===== src/rtl/php_pkg.sv =====
// shared constants and types for the pid heater power block
package php_pkg;

    // dividend width of the serial divider, covers gain * 50 * change
    localparam int DIV_W = 22;
    localparam int DIV_LEN_W = $clog2(DIV_W + 1);
    localparam int DIVISOR_W = 8;

    localparam int INTEGRAL_LIMIT_DEF = 300;

    // configuration register indexes
    localparam int CFG_IDX_W = 3;
    localparam logic [CFG_IDX_W-1:0] REG_TARGET      = 3'd0;
    localparam logic [CFG_IDX_W-1:0] REG_PROP_DIV    = 3'd1;
    localparam logic [CFG_IDX_W-1:0] REG_INT_DIV     = 3'd2;
    localparam logic [CFG_IDX_W-1:0] REG_INT_STEP    = 3'd3;
    localparam logic [CFG_IDX_W-1:0] REG_DERIV_GAIN  = 3'd4;

    typedef struct packed {
        logic busy;
        logic done;
    } t_div_status;

endpackage


===== src/rtl/php_div.sv =====
// bit-serial restoring divider, one quotient bit per cycle
module php_div (
    input  logic                           i_clk,
    input  logic                           i_rst_n,
    input  logic                           i_start,
    input  logic [php_pkg::DIV_W-1:0]      i_dividend,
    input  logic [php_pkg::DIVISOR_W-1:0]  i_divisor,
    input  logic [php_pkg::DIV_LEN_W-1:0]  i_len,
    output php_pkg::t_div_status           o_status,
    output logic [php_pkg::DIV_W-1:0]      o_quotient
);

    localparam int DivW = php_pkg::DIV_W;
    localparam int LenW = php_pkg::DIV_LEN_W;
    localparam int DsrW = php_pkg::DIVISOR_W;

    logic            r_busy;
    logic            r_done;
    logic [LenW-1:0] r_cnt;
    logic [DsrW-1:0] r_rem;
    logic [DsrW-1:0] r_dsr;
    logic [DivW-1:0] r_quo;

    logic [LenW-1:0] shift_amt;
    logic [DsrW:0]   rem_shift;
    logic            q_bit;
    logic [DsrW:0]   rem_diff;

    // left-align the dividend so only its low len bits are worked through
    assign shift_amt = LenW'(DivW) - i_len;
    assign rem_shift = {r_rem, r_quo[DivW-1]};
    assign rem_diff  = rem_shift - {1'b0, r_dsr};
    assign q_bit     = (rem_shift >= {1'b0, r_dsr});

    always_ff @(posedge i_clk) begin
        if (!i_rst_n) begin
            r_busy <= 1'b0;
            r_done <= 1'b0;
            r_cnt  <= '0;
        end else begin
            r_done <= 1'b0;
            if (i_start) begin
                r_busy <= 1'b1;
                r_cnt  <= i_len;
            end else if (r_busy) begin
                r_cnt <= r_cnt - LenW'(1);
                if (r_cnt == LenW'(1)) begin
                    r_busy <= 1'b0;
                    r_done <= 1'b1;
                end
            end
        end
    end

    always_ff @(posedge i_clk) begin
        if (i_start) begin
            r_quo <= i_dividend << shift_amt;
            r_rem <= '0;
            r_dsr <= i_divisor;
        end else if (r_busy) begin
            r_quo <= {r_quo[DivW-2:0], q_bit};
            r_rem <= q_bit ? rem_diff[DsrW-1:0] : rem_shift[DsrW-1:0];
        end
    end

    assign o_status.busy = r_busy;
    assign o_status.done = r_done;
    assign o_quotient    = r_quo;

    a_no_start_busy: assert property (@(posedge i_clk) disable iff (!i_rst_n)
        i_start |-> !r_busy)
        else $error("divider started while busy");

    a_done_pulse: assert property (@(posedge i_clk) disable iff (!i_rst_n)
        r_done |=> !r_done)
        else $error("divider done held longer than one cycle");

    a_done_after_busy: assert property (@(posedge i_clk) disable iff (!i_rst_n)
        r_done |-> ($past(r_busy) && !r_busy))
        else $error("divider done without a finished run");

endmodule


===== src/rtl/pid_heater_power_top.sv =====
// pid heater power top level: sequencer, state, registers and output stage
// m_axis_tvalid rises after the divisions, once the output register is free
// five serial divisions of 13, 15, 15, 15 and 22 bits, run one after another
// no new input is taken until the last result is loaded; all use one shared divider
// the next input is taken while a finished result waits in the output register
// synchronous active-low reset restores register defaults, clears integral and previous sample
module pid_heater_power_top #(
    parameter int INTEGRAL_LIMIT = php_pkg::INTEGRAL_LIMIT_DEF
) (
    input  logic                            i_clk,
    input  logic                            i_rst_n,
    input  logic                            s_axis_tvalid,
    output logic                            s_axis_tready,
    input  logic [7:0]                      s_axis_tdata,   // measured_temperature
    output logic                            m_axis_tvalid,
    input  logic                            m_axis_tready,
    // drive_percent[6:0], proportional_term[22:7], integral_term[37:23],
    // derivative_term[60:38], zero fill
    output logic [63:0]                     m_axis_tdata,
    input  logic                            i_cfg_we,
    input  logic [php_pkg::CFG_IDX_W-1:0]   i_cfg_idx,
    input  logic [7:0]                      i_cfg_data
);

    localparam int DivW = php_pkg::DIV_W;
    localparam int LenW = php_pkg::DIV_LEN_W;
    localparam int IntW = $clog2(INTEGRAL_LIMIT + 1) + 1;
    localparam int SumW = 16;
    localparam int TotW = 25;

    localparam logic [LenW-1:0] LEN_STEP  = LenW'(13);
    localparam logic [LenW-1:0] LEN_PROP  = LenW'(15);
    localparam logic [LenW-1:0] LEN_INT   = LenW'(15);
    localparam logic [LenW-1:0] LEN_DERIV = LenW'(22);

    typedef enum logic [1:0] {
        S_IDLE,
        S_LOAD,
        S_WAIT,
        S_FIN
    } t_state;

    typedef enum logic [2:0] {
        OP_STEP,
        OP_PROP,
        OP_INT1,
        OP_INT2,
        OP_DERIV
    } t_op;

    // configuration
    logic [7:0] r_target;
    logic [7:0] r_kp;
    logic [7:0] r_ki;
    logic [7:0] r_kstep;
    logic [7:0] r_kd;

    always_ff @(posedge i_clk) begin
        if (!i_rst_n) begin
            r_target <= 8'd0;
            r_kp     <= 8'd1;
            r_ki     <= 8'd1;
            r_kstep  <= 8'd1;
            r_kd     <= 8'd0;
        end else if (i_cfg_we) begin
            case (i_cfg_idx)
                php_pkg::REG_TARGET:     r_target <= i_cfg_data;
                php_pkg::REG_PROP_DIV:   r_kp     <= i_cfg_data;
                php_pkg::REG_INT_DIV:    r_ki     <= i_cfg_data;
                php_pkg::REG_INT_STEP:   r_kstep  <= i_cfg_data;
                php_pkg::REG_DERIV_GAIN: r_kd     <= i_cfg_data;
                default: ;
            endcase
        end
    end

    t_state r_state;
    t_op    r_op;

    logic [7:0]             r_prev_temp;
    logic signed [9:0]      r_error;
    logic signed [8:0]      r_change;
    logic signed [IntW-1:0] r_integ;
    logic signed [15:0]     r_p;
    logic signed [15:0]     r_i1;
    logic signed [15:0]     r_i;
    logic signed [22:0]     r_d;
    logic                   r_out_valid;
    logic [63:0]            r_out_data;

    php_pkg::t_div_status   div_stat;
    logic [DivW-1:0]        div_quo;
    logic [DivW-1:0]        div_dividend;
    logic [7:0]             div_divisor;
    logic [LenW-1:0]        div_len;
    logic                   div_neg;
    logic                   div_start;

    // magnitudes of the signed operands
    logic [8:0]             err_mag;
    logic [7:0]             chg_mag;
    logic [IntW-1:0]        int_mag;
    logic [15:0]            i1_mag;
    logic [DivW-1:0]        err_w;
    logic [DivW-1:0]        int_w;
    logic [13:0]            chg50;
    logic [7:0]             kp_eff;
    logic [7:0]             ki_eff;
    logic [7:0]             ks_eff;

    assign err_mag = r_error[9] ? 9'(-r_error) : r_error[8:0];
    assign chg_mag = r_change[8] ? 8'(-r_change) : r_change[7:0];
    assign int_mag = r_integ[IntW-1] ? IntW'(-r_integ) : r_integ;
    assign i1_mag  = r_i1[15] ? 16'(-r_i1) : r_i1;
    assign err_w   = DivW'(err_mag);
    assign int_w   = DivW'(int_mag);
    assign chg50   = (14'(chg_mag) << 5) + (14'(chg_mag) << 4) + (14'(chg_mag) << 1);

    // a zero divisor behaves as one
    assign kp_eff = (r_kp == 8'd0) ? 8'd1 : r_kp;
    assign ki_eff = (r_ki == 8'd0) ? 8'd1 : r_ki;
    assign ks_eff = (r_kstep == 8'd0) ? 8'd1 : r_kstep;

    always_comb begin
        case (r_op)
            OP_STEP: begin
                div_dividend = (err_w << 3) + (err_w << 1);
                div_divisor  = ks_eff;
                div_len      = LEN_STEP;
                div_neg      = r_error[9];
            end
            OP_PROP: begin
                div_dividend = (err_w << 5) + (err_w << 4) + (err_w << 1);
                div_divisor  = kp_eff;
                div_len      = LEN_PROP;
                div_neg      = r_error[9];
            end
            OP_INT1: begin
                div_dividend = (int_w << 5) + (int_w << 4) + (int_w << 1);
                div_divisor  = ki_eff;
                div_len      = LEN_INT;
                div_neg      = r_integ[IntW-1];
            end
            OP_INT2: begin
                div_dividend = DivW'(i1_mag);
                div_divisor  = kp_eff;
                div_len      = LEN_INT;
                div_neg      = r_i1[15];
            end
            OP_DERIV: begin
                div_dividend = DivW'(chg50) * DivW'(r_kd);
                div_divisor  = kp_eff;
                div_len      = LEN_DERIV;
                div_neg      = r_change[8];
            end
            default: begin
                div_dividend = '0;
                div_divisor  = 8'd1;
                div_len      = LEN_STEP;
                div_neg      = 1'b0;
            end
        endcase
    end

    assign div_start = (r_state == S_LOAD);

    php_div u_div (
        .i_clk      (i_clk),
        .i_rst_n    (i_rst_n),
        .i_start    (div_start),
        .i_dividend (div_dividend),
        .i_divisor  (div_divisor),
        .i_len      (div_len),
        .o_status   (div_stat),
        .o_quotient (div_quo)
    );

    // signed quotient, truncated toward zero
    logic signed [22:0]     quo_s;
    logic signed [SumW-1:0] int_sum;
    logic signed [SumW-1:0] int_lim;
    logic signed [IntW-1:0] int_next;

    assign quo_s   = div_neg ? -$signed({1'b0, div_quo}) : $signed({1'b0, div_quo});
    assign int_lim = SumW'(INTEGRAL_LIMIT);
    assign int_sum = SumW'(r_integ) + SumW'($signed(quo_s[13:0]));

    always_comb begin
        if (int_sum > int_lim) begin
            int_next = IntW'(int_lim);
        end else if (int_sum < -int_lim) begin
            int_next = IntW'(-int_lim);
        end else begin
            int_next = IntW'(int_sum);
        end
    end

    // output assembly
    logic signed [TotW-1:0] total;
    logic [6:0]             drive;
    logic [14:0]            i_field;

    assign total = TotW'(r_p) + TotW'(r_i) - TotW'(r_d);

    always_comb begin
        if (total < 0) begin
            drive = 7'd0;
        end else if (total > TotW'(99)) begin
            drive = 7'd99;
        end else begin
            drive = total[6:0];
        end
        if (r_i > 16'sd16383) begin
            i_field = 15'h3fff;
        end else if (r_i < -16'sd16384) begin
            i_field = 15'h4000;
        end else begin
            i_field = r_i[14:0];
        end
    end

    logic in_xfer;
    logic out_load;

    assign in_xfer  = s_axis_tvalid && s_axis_tready;
    assign out_load = (r_state == S_FIN) && (!r_out_valid || m_axis_tready);

    always_ff @(posedge i_clk) begin
        if (!i_rst_n) begin
            r_state     <= S_IDLE;
            r_op        <= OP_STEP;
            r_prev_temp <= 8'd0;
            r_integ     <= '0;
            r_out_valid <= 1'b0;
        end else begin
            if (m_axis_tvalid && m_axis_tready && !out_load) begin
                r_out_valid <= 1'b0;
            end
            case (r_state)
                S_IDLE: begin
                    if (in_xfer) begin
                        r_error     <= $signed({1'b0, r_target, 1'b0})
                                       - $signed({2'b00, s_axis_tdata});
                        r_change    <= $signed({1'b0, s_axis_tdata})
                                       - $signed({1'b0, r_prev_temp});
                        r_prev_temp <= s_axis_tdata;
                        r_op        <= OP_STEP;
                        r_state     <= S_LOAD;
                    end
                end
                S_LOAD: begin
                    r_state <= S_WAIT;
                end
                S_WAIT: begin
                    if (div_stat.done) begin
                        case (r_op)
                            OP_STEP: begin
                                r_integ <= int_next;
                                r_op    <= OP_PROP;
                                r_state <= S_LOAD;
                            end
                            OP_PROP: begin
                                r_p     <= quo_s[15:0];
                                r_op    <= OP_INT1;
                                r_state <= S_LOAD;
                            end
                            OP_INT1: begin
                                r_i1    <= quo_s[15:0];
                                r_op    <= OP_INT2;
                                r_state <= S_LOAD;
                            end
                            OP_INT2: begin
                                r_i     <= quo_s[15:0];
                                r_op    <= OP_DERIV;
                                r_state <= S_LOAD;
                            end
                            OP_DERIV: begin
                                r_d     <= quo_s;
                                r_state <= S_FIN;
                            end
                            default: begin
                                r_state <= S_IDLE;
                            end
                        endcase
                    end
                end
                S_FIN: begin
                    if (out_load) begin
                        r_out_valid <= 1'b1;
                        r_out_data  <= {3'b000, r_d, i_field, r_p, drive};
                        r_state     <= S_IDLE;
                    end
                end
                default: begin
                    r_state <= S_IDLE;
                end
            endcase
        end
    end

    assign s_axis_tready = (r_state == S_IDLE);
    assign m_axis_tvalid = r_out_valid;
    assign m_axis_tdata  = r_out_data;

    a_drive_range: assert property (@(posedge i_clk) disable iff (!i_rst_n)
        m_axis_tvalid |-> (m_axis_tdata[6:0] <= 7'd99))
        else $error("drive percent out of range");

    a_idle_div_quiet: assert property (@(posedge i_clk) disable iff (!i_rst_n)
        (r_state == S_IDLE) |-> !div_stat.busy)
        else $error("divider busy while sequencer idle");

    a_integ_clamped: assert property (@(posedge i_clk) disable iff (!i_rst_n)
        (SumW'(r_integ) <= int_lim) && (SumW'(r_integ) >= -int_lim))
        else $error("integral outside its limit");

endmodule

===== config.mk =====
export PLATFORM = sky130hd
export DESIGN_NAME = pid_heater_power_top
export DESIGN_NICKNAME = d
export VERILOG_FILES = /design/src/rtl/php_pkg.sv /design/src/rtl/php_div.sv /design/src/rtl/pid_heater_power_top.sv
export SDC_FILE = /design/constraint.sdc
export NUM_CORES = 1
export LEC_CHECK = 0
export ABC_AREA = 1
export BUFFER_PORTS_ARGS = -buffer_cell sky130_fd_sc_hd__buf_2
export CORE_ASPECT_RATIO = 1.2
export CORE_MARGIN = 4
export CORE_UTILIZATION = 45
export DETAILED_ROUTE_END_ITERATION = 12
export GPL_TIMING_DRIVEN = 0
export SETUP_SLACK_MARGIN = 0.3
export SKIP_CTS_REPAIR_TIMING = 1
export SLEW_MARGIN = 30
export SYNTH_ARGS = -nofsm -noshare
export SYNTH_HDL_FRONTEND = slang
export SYNTH_SLANG_ARGS = --single-unit

===== constraint.sdc =====
create_clock -name i_clk -period 18 [get_ports i_clk]
set_clock_uncertainty 0.2 [all_clocks]
set_input_delay 0.9 -clock i_clk [delete_from_list [all_inputs] [get_ports i_clk]]
set_output_delay 0.9 -clock i_clk [all_outputs]
set_load 0.005 [all_outputs]

# Yosys cells after proc, flatten, opt, wreduce, memory -nomap -nowiden
# Index checks and enable logic that the tools add are counted.
# word_totals
ff_bits,260
latch_bits,0
ramBits,0
mem_bits_ro,0
elab_cells,147
memories,0
# classes
n_addsub,20
mul,1
div,0
magnitude_cmp,7
n_eq_ne,16
shifts,1
mux,37
bitwise,2
n_reduce_logical,36
# ops
operator,n
$pmux W22 S5,1
$mux W22,3
$mux W8,5
$mux W10,3
$gt A24 B8 Y1 const B,1
$logic_not A8 Y1,3
$lt A24 B1 Y1 const B,1
$pmux W8 S3,1
$sub A17 B23 Y24,1
$neg A22 Y23,1
$mul A14 B8 Y22,1
$shl A22 B5 Y22,1
$reduce_and A4 Y1,5
$add A16 B11 Y17,1
$add A16 B16 Y17,1
$add A15 B10 Y16,1
$add A15 B14 Y16,1
$gt A16 B15 Y1 const B,1
$lt A16 B15 Y1 const B,1
$mux W16,1
$neg A16 Y16,1
$add A10 B14 Y15,1
$add A14 B13 Y15,1
$gt A15 B10 Y1 const B,1
47 further kinds,82

# Depth between registers and ports, before layout
# depth
ltp_word,8
mapped_depth,39
ltp_nobuf,38

# Cells and area by module
# A second synthesis with hierarchy kept.
# hier_totals
hier_cells,2773
hier_area_um2,21506.9
# by_module_without_submodules
mod,instances,cells_per_inst,area_per_inst_um2
pid_heater_power_top,1,2285,18182.4
php_div,1,488,3324.4

# Worst setup path after synthesis
# Ideal clock, no wire load.
# synth_path
path_type,register -> register
startpoint,register r_change[0]
endpoint,register u_div.r_quo[21] (netlist: u_div.o_quotient[21]) (data pin)
setup_time_ns,0.249
arrival_time_ns,6.987
required_time_ns,17.551
slack_ns,10.563
stages_incl_launch_ff,34
path_cell_list,edfxtp_1 > clkbuf_1 > inv_1 > ha_1 > inv_1 > nor2_1 > o21ai_0 > o21ai_0 > inv_1 > fa_1 > inv_1 > fa_1 > o21ai_0 > a21oi_1 > o21ai_0 > xor2_1 > nor2_1 > fa_1 > fa_1 > fa_1 > inv_1 > fa_1 > inv_1 > ha_1 > nand2_1 > nor2_1 > and2_1 > nand3_1 > nand4_1 > or2_2 > nand3_1 > nand3_1 > nand2_1 > inv_1
# synth_between
elab_chain_len,8
# synth_lines
item,line,rtl
from (decl),pid_heater_power_top.sv:82,logic signed [8:0] r_change;
from (signal assigned),pid_heater_power_top.sv:244,"r_change <= $signed({1'b0, s_axis_tdata})"
$neg A8 Y8,pid_heater_power_top.sv:112,assign chg_mag = r_change[8] ? 8'(-r_change) : r_change[7:0];
$mux W8 *,pid_heater_power_top.sv:112,
$add A13 B12 Y14,pid_heater_power_top.sv:117,assign chg50 = (14'(chg_mag) << 5) + (14'(chg_mag) << 4) + (14'(chg_mag) << 1);
$add A14 B9 Y14 *,pid_heater_power_top.sv:117,
$mul A14 B8 Y22 *,pid_heater_power_top.sv:151,div_dividend = DivW'(chg50) * DivW'(r_kd);
$pmux W22 S5 *,pid_heater_power_top.sv:125,case (r_op)
$shl A22 B5 Y22 *,php_div.sv:57,r_quo <= i_dividend << shift_amt;
$mux W22 *,php_div.sv:56,if (i_start) begin
to (signal assigned),php_div.sv:57,
to (signal assigned),php_div.sv:61,"r_quo <= {r_quo[DivW-2:0], q_bit};"
to (decl),php_div.sv:22,logic [DivW-1:0] r_quo;
# Mark *: on every way between the ends. The rest lies on a longest branch, timed or not.
# A chain may end at the register's enable or synchronous reset.

# Worst setup path after layout
# layout_path
startpoint,register r_change[0]
endpoint,register u_div.r_quo[20] (netlist: u_div.o_quotient[20]) (data pin)
# Same word-level chain as after synthesis.

==> impl_metrics.toml <==
[final_layout]
layout-drive-gt1-share = 0.08116
antenna_cells = 0
num-fill-cells = 4372
syn_to_final_growth_pct = 11.21
seq_area_um2 = 7017
final_core_util = 0.5085
final_nets = 2992
multi_input_area_um2 = 11510

[global_routing]
grt_util_met1 = 0.2649
met2_usage = 0.3982
overflow = 0
grt_pass1_vias = 16960
grt_max_degree = 27
antenna_found_initial = 1
grt_pass1_wl_mm = 88.02
grtUsageMet3 = 0.02517
track_usage = 0.2202
busiest_layer = "met2"

[power_and_ir_drop]
p_comb_frac = 0.292
internal_power_uw = 1204
netSwitchingPower_uw = 628.2
pwr_density_cell_nw_per_um2 = 80.10
power.static_leakage_uw = 0.01086
power_frac_clock = 0.328
p_seq_frac = 0.379
sw_frac_of_total = 0.3428
finalPower_uw = 1832
ir_drop_uv = 70.34

[yosys]
ys.warnings.count = 0
syn_avg_cell_area_um2 = 7.978
synth_top_flop_cell = "edfxtp_1"
synth_edf_count = 181
ys_ff_latch = 260
synth_area_um2 = 20570
synthCells = 2578
synth_cell_types = 60
async_reset_ff_frac = 0
synth-seq-area-share = 0.3411

[timing]
slew_headroom = 0.3704
hold_violations = 0
worstMarginPinSlew_ps = 940.9
tns_ps = 0
fin_crit_sh = 0.4931
period_needed_ps = 8875
fmax_ghz = 0.1127
setup_viol = 0
slew_viol_final = 0
rsz0062_at_grt = "no"

[worst_setup_path]
end_kind = "register"
cp_slowest_cell = "fa_1"
path_class = "register to register"
cp_slowest_stage_delay_ps = 610
crit_arrival_ps = 8990
critPathLaunchType = "register"
critPathRequiredTime_ps = 18110
crit_fanout = 9

[clock_tree]
cts_made_buffers = 29
path_clk_slew_ps = 70
htree_levels = 1
cts_root_buffer = "clkbuf_16"
cts_sinks = 260
clkLatencyLatePin_ps = 570
cts_tree = "built"
cts_buffer_depth = 3

[die]
initial_utilization = 0.4572
dieWidth_um = 203.2
fp.dieH_um = 242.2
dieArea_um2 = 49210
core-area_um2 = 44990
rows = 85
io_pins = 90

[detailed_routing]
finalWirelength_mm = 55.25
first_pass_iters = 6
wl_per_cell_um = 16.58
drt_iter0_drc = 1002
via_per_inst = 5.122
vias = 17070
drc = 0
ant_nets = 0

[placement]
portBuffers = 86
hpwlAfterDp_mm = 45.03
place_congestion = 0.9534

[hold_path]
holdCritPathClass = "register to register"

[job]
drv_cap = 0

[status]
status = "finished clean"
through the flow:
| stage | instance area (µm²) | setup slack [ps] | cells | hold WS, ps |
|---|---|---|---|---|
| CTS | 22870 | 9052 | 3332 | 245.6 |
| finish | 22870 | 9125 | 3332 | 248.4 |
| global route | 22870 | 8510 | 3332 | 263.5 |
| floorplan | 20580 | 10560 | 2580 | 223.6 |
| global placement | 21770 | 9114 | 3275 | 230.4 |
| detailed placement | 21920 | 9055 | 3279 | 234.6 |
cells in the mapped netlist (5+ instances only):
library cell  instances  share of area
nor3_2                5         0.0024
nand4_1              36          0.011
o211ai_1              8         0.0029
o221ai_1              5         0.0021
nor4_1                6         0.0018
or2_2                12         0.0036
dfxtp_1              79          0.077
inv_1               490          0.089
o21bai_1             10         0.0036
o31ai_1               8         0.0029
edfxtp_1            181           0.26
a21oi_1             172          0.042
fa_1                112           0.11
nand3_1             134          0.033
clkbuf_1             27         0.0049
o21ai_0             140          0.034
xor2_1               54          0.023
buf_2                 5         0.0012
inv_2                16         0.0029
nor2_1              254          0.046
nand2_1             503          0.092
o21ai_1              12         0.0029
and2_1                5         0.0015
nor3_1               23         0.0056
clkinv_1              8         0.0015
nand3b_1             14         0.0051
ha_1                155          0.094
nand2_2              20         0.0061
o22ai_1               9         0.0027
xnor2_1              21         0.0089
final timing paths:
kind	start	to	slack [ps]	cells past startpoint
min reg2reg	r_p[7]$_DFFE_PP_	m_axis_tdata[14]$_DFFE_PP_	250	0
max reg2reg	r_change[0]$_DFFE_PP_	u_div.o_quotient[20]$_DFFE_PP_	9130	32
min	r_p[7]$_DFFE_PP_	m_axis_tdata[14]$_DFFE_PP_	250	0
max	r_change[0]$_DFFE_PP_	u_div.o_quotient[20]$_DFFE_PP_	9130	32
placed cells by master (no fill, tap or decap), types with 6 or more instances in the layout:
cell type  instances
a21oi_1          172
buf_2             91
clkbuf_1          30
clkbuf_16         29
clkinv_1          14
dfxtp_1           79
edfxtp_1         181
fa_1             112
ha_1             155
inv_1            489
inv_2             17
nand2_1          503
nand2_2           20
nand3_1          134
nand3b_1          14
nand4_1           36
nor2_1           248
nor2_4             7
nor3_1            23
nor4_1             6
o211ai_1           8
o21ai_0          138
o21ai_1           13
o21bai_1          10
o22ai_1            9
o31ai_1            8
or2_2             12
xnor2_1           21
xor2_1            54
cell families after synthesis:
family | synth area share
xor gates and xnor gates | 0.03194
adders and majority gates | 0.2033
DFF | 0.3411
AOI/OAI and AO/OA | 0.1056
buffers and inverters | 0.1016
and+or+nand+nor | 0.2163
other | 0.0001823
cell type report:
type,instances,share of cell area
Multi-Input combinational cell,1769,0.5031
Sequential cell,260,0.3068
Inverter,514,0.08435
Tap cell,609,0.03331
Clock buffer,32,0.03222
Timing Repair Buffer,90,0.02363
Clock inverter,21,0.009627
Buffer,37,0.007001
registers in the layout, indices dropped and copies added (netlist names), 9 cells and up:
register	flops
r_i1	16
r_error	10
m_axis_tdata	61
u_div.o_quotient	22
r_change	9
r_integ	10
r_d	23
r_i	16
r_p	16
power by group through the flow:
stage / logic [µW] / clock network (µW) / registers, µW
floorplan: 393 / 0 / 700
global placement: 525 / 0 / 707
detailed placement: 533 / 0 / 708
CTS: 537 / 616 / 695
global route: 612 / 638 / 697
finish: 535 / 602 / 695
worst max-delay path, delay by kind of cell (launching register included):
family | cells | cell delay [ps]
AOI/OAI and AO/OA | 8 | 1780
xor gates and xnor gates | 1 | 590
adders and majority gates | 8 | 3680
buffers and inverters | 7 | 1080
DFF | 1 | 380
and+or+nand+nor | 8 | 900
per-layer routing:
layer	vias to the layer above	part of all wire	wire, µm
met5	-	0	0
met4	0	0.047	2607
met3	124	0.039	2182
met2	400	0.50	27880
met1	7958	0.41	22580
li1	8585	-	-
Power figures use the tool's default switching activity.
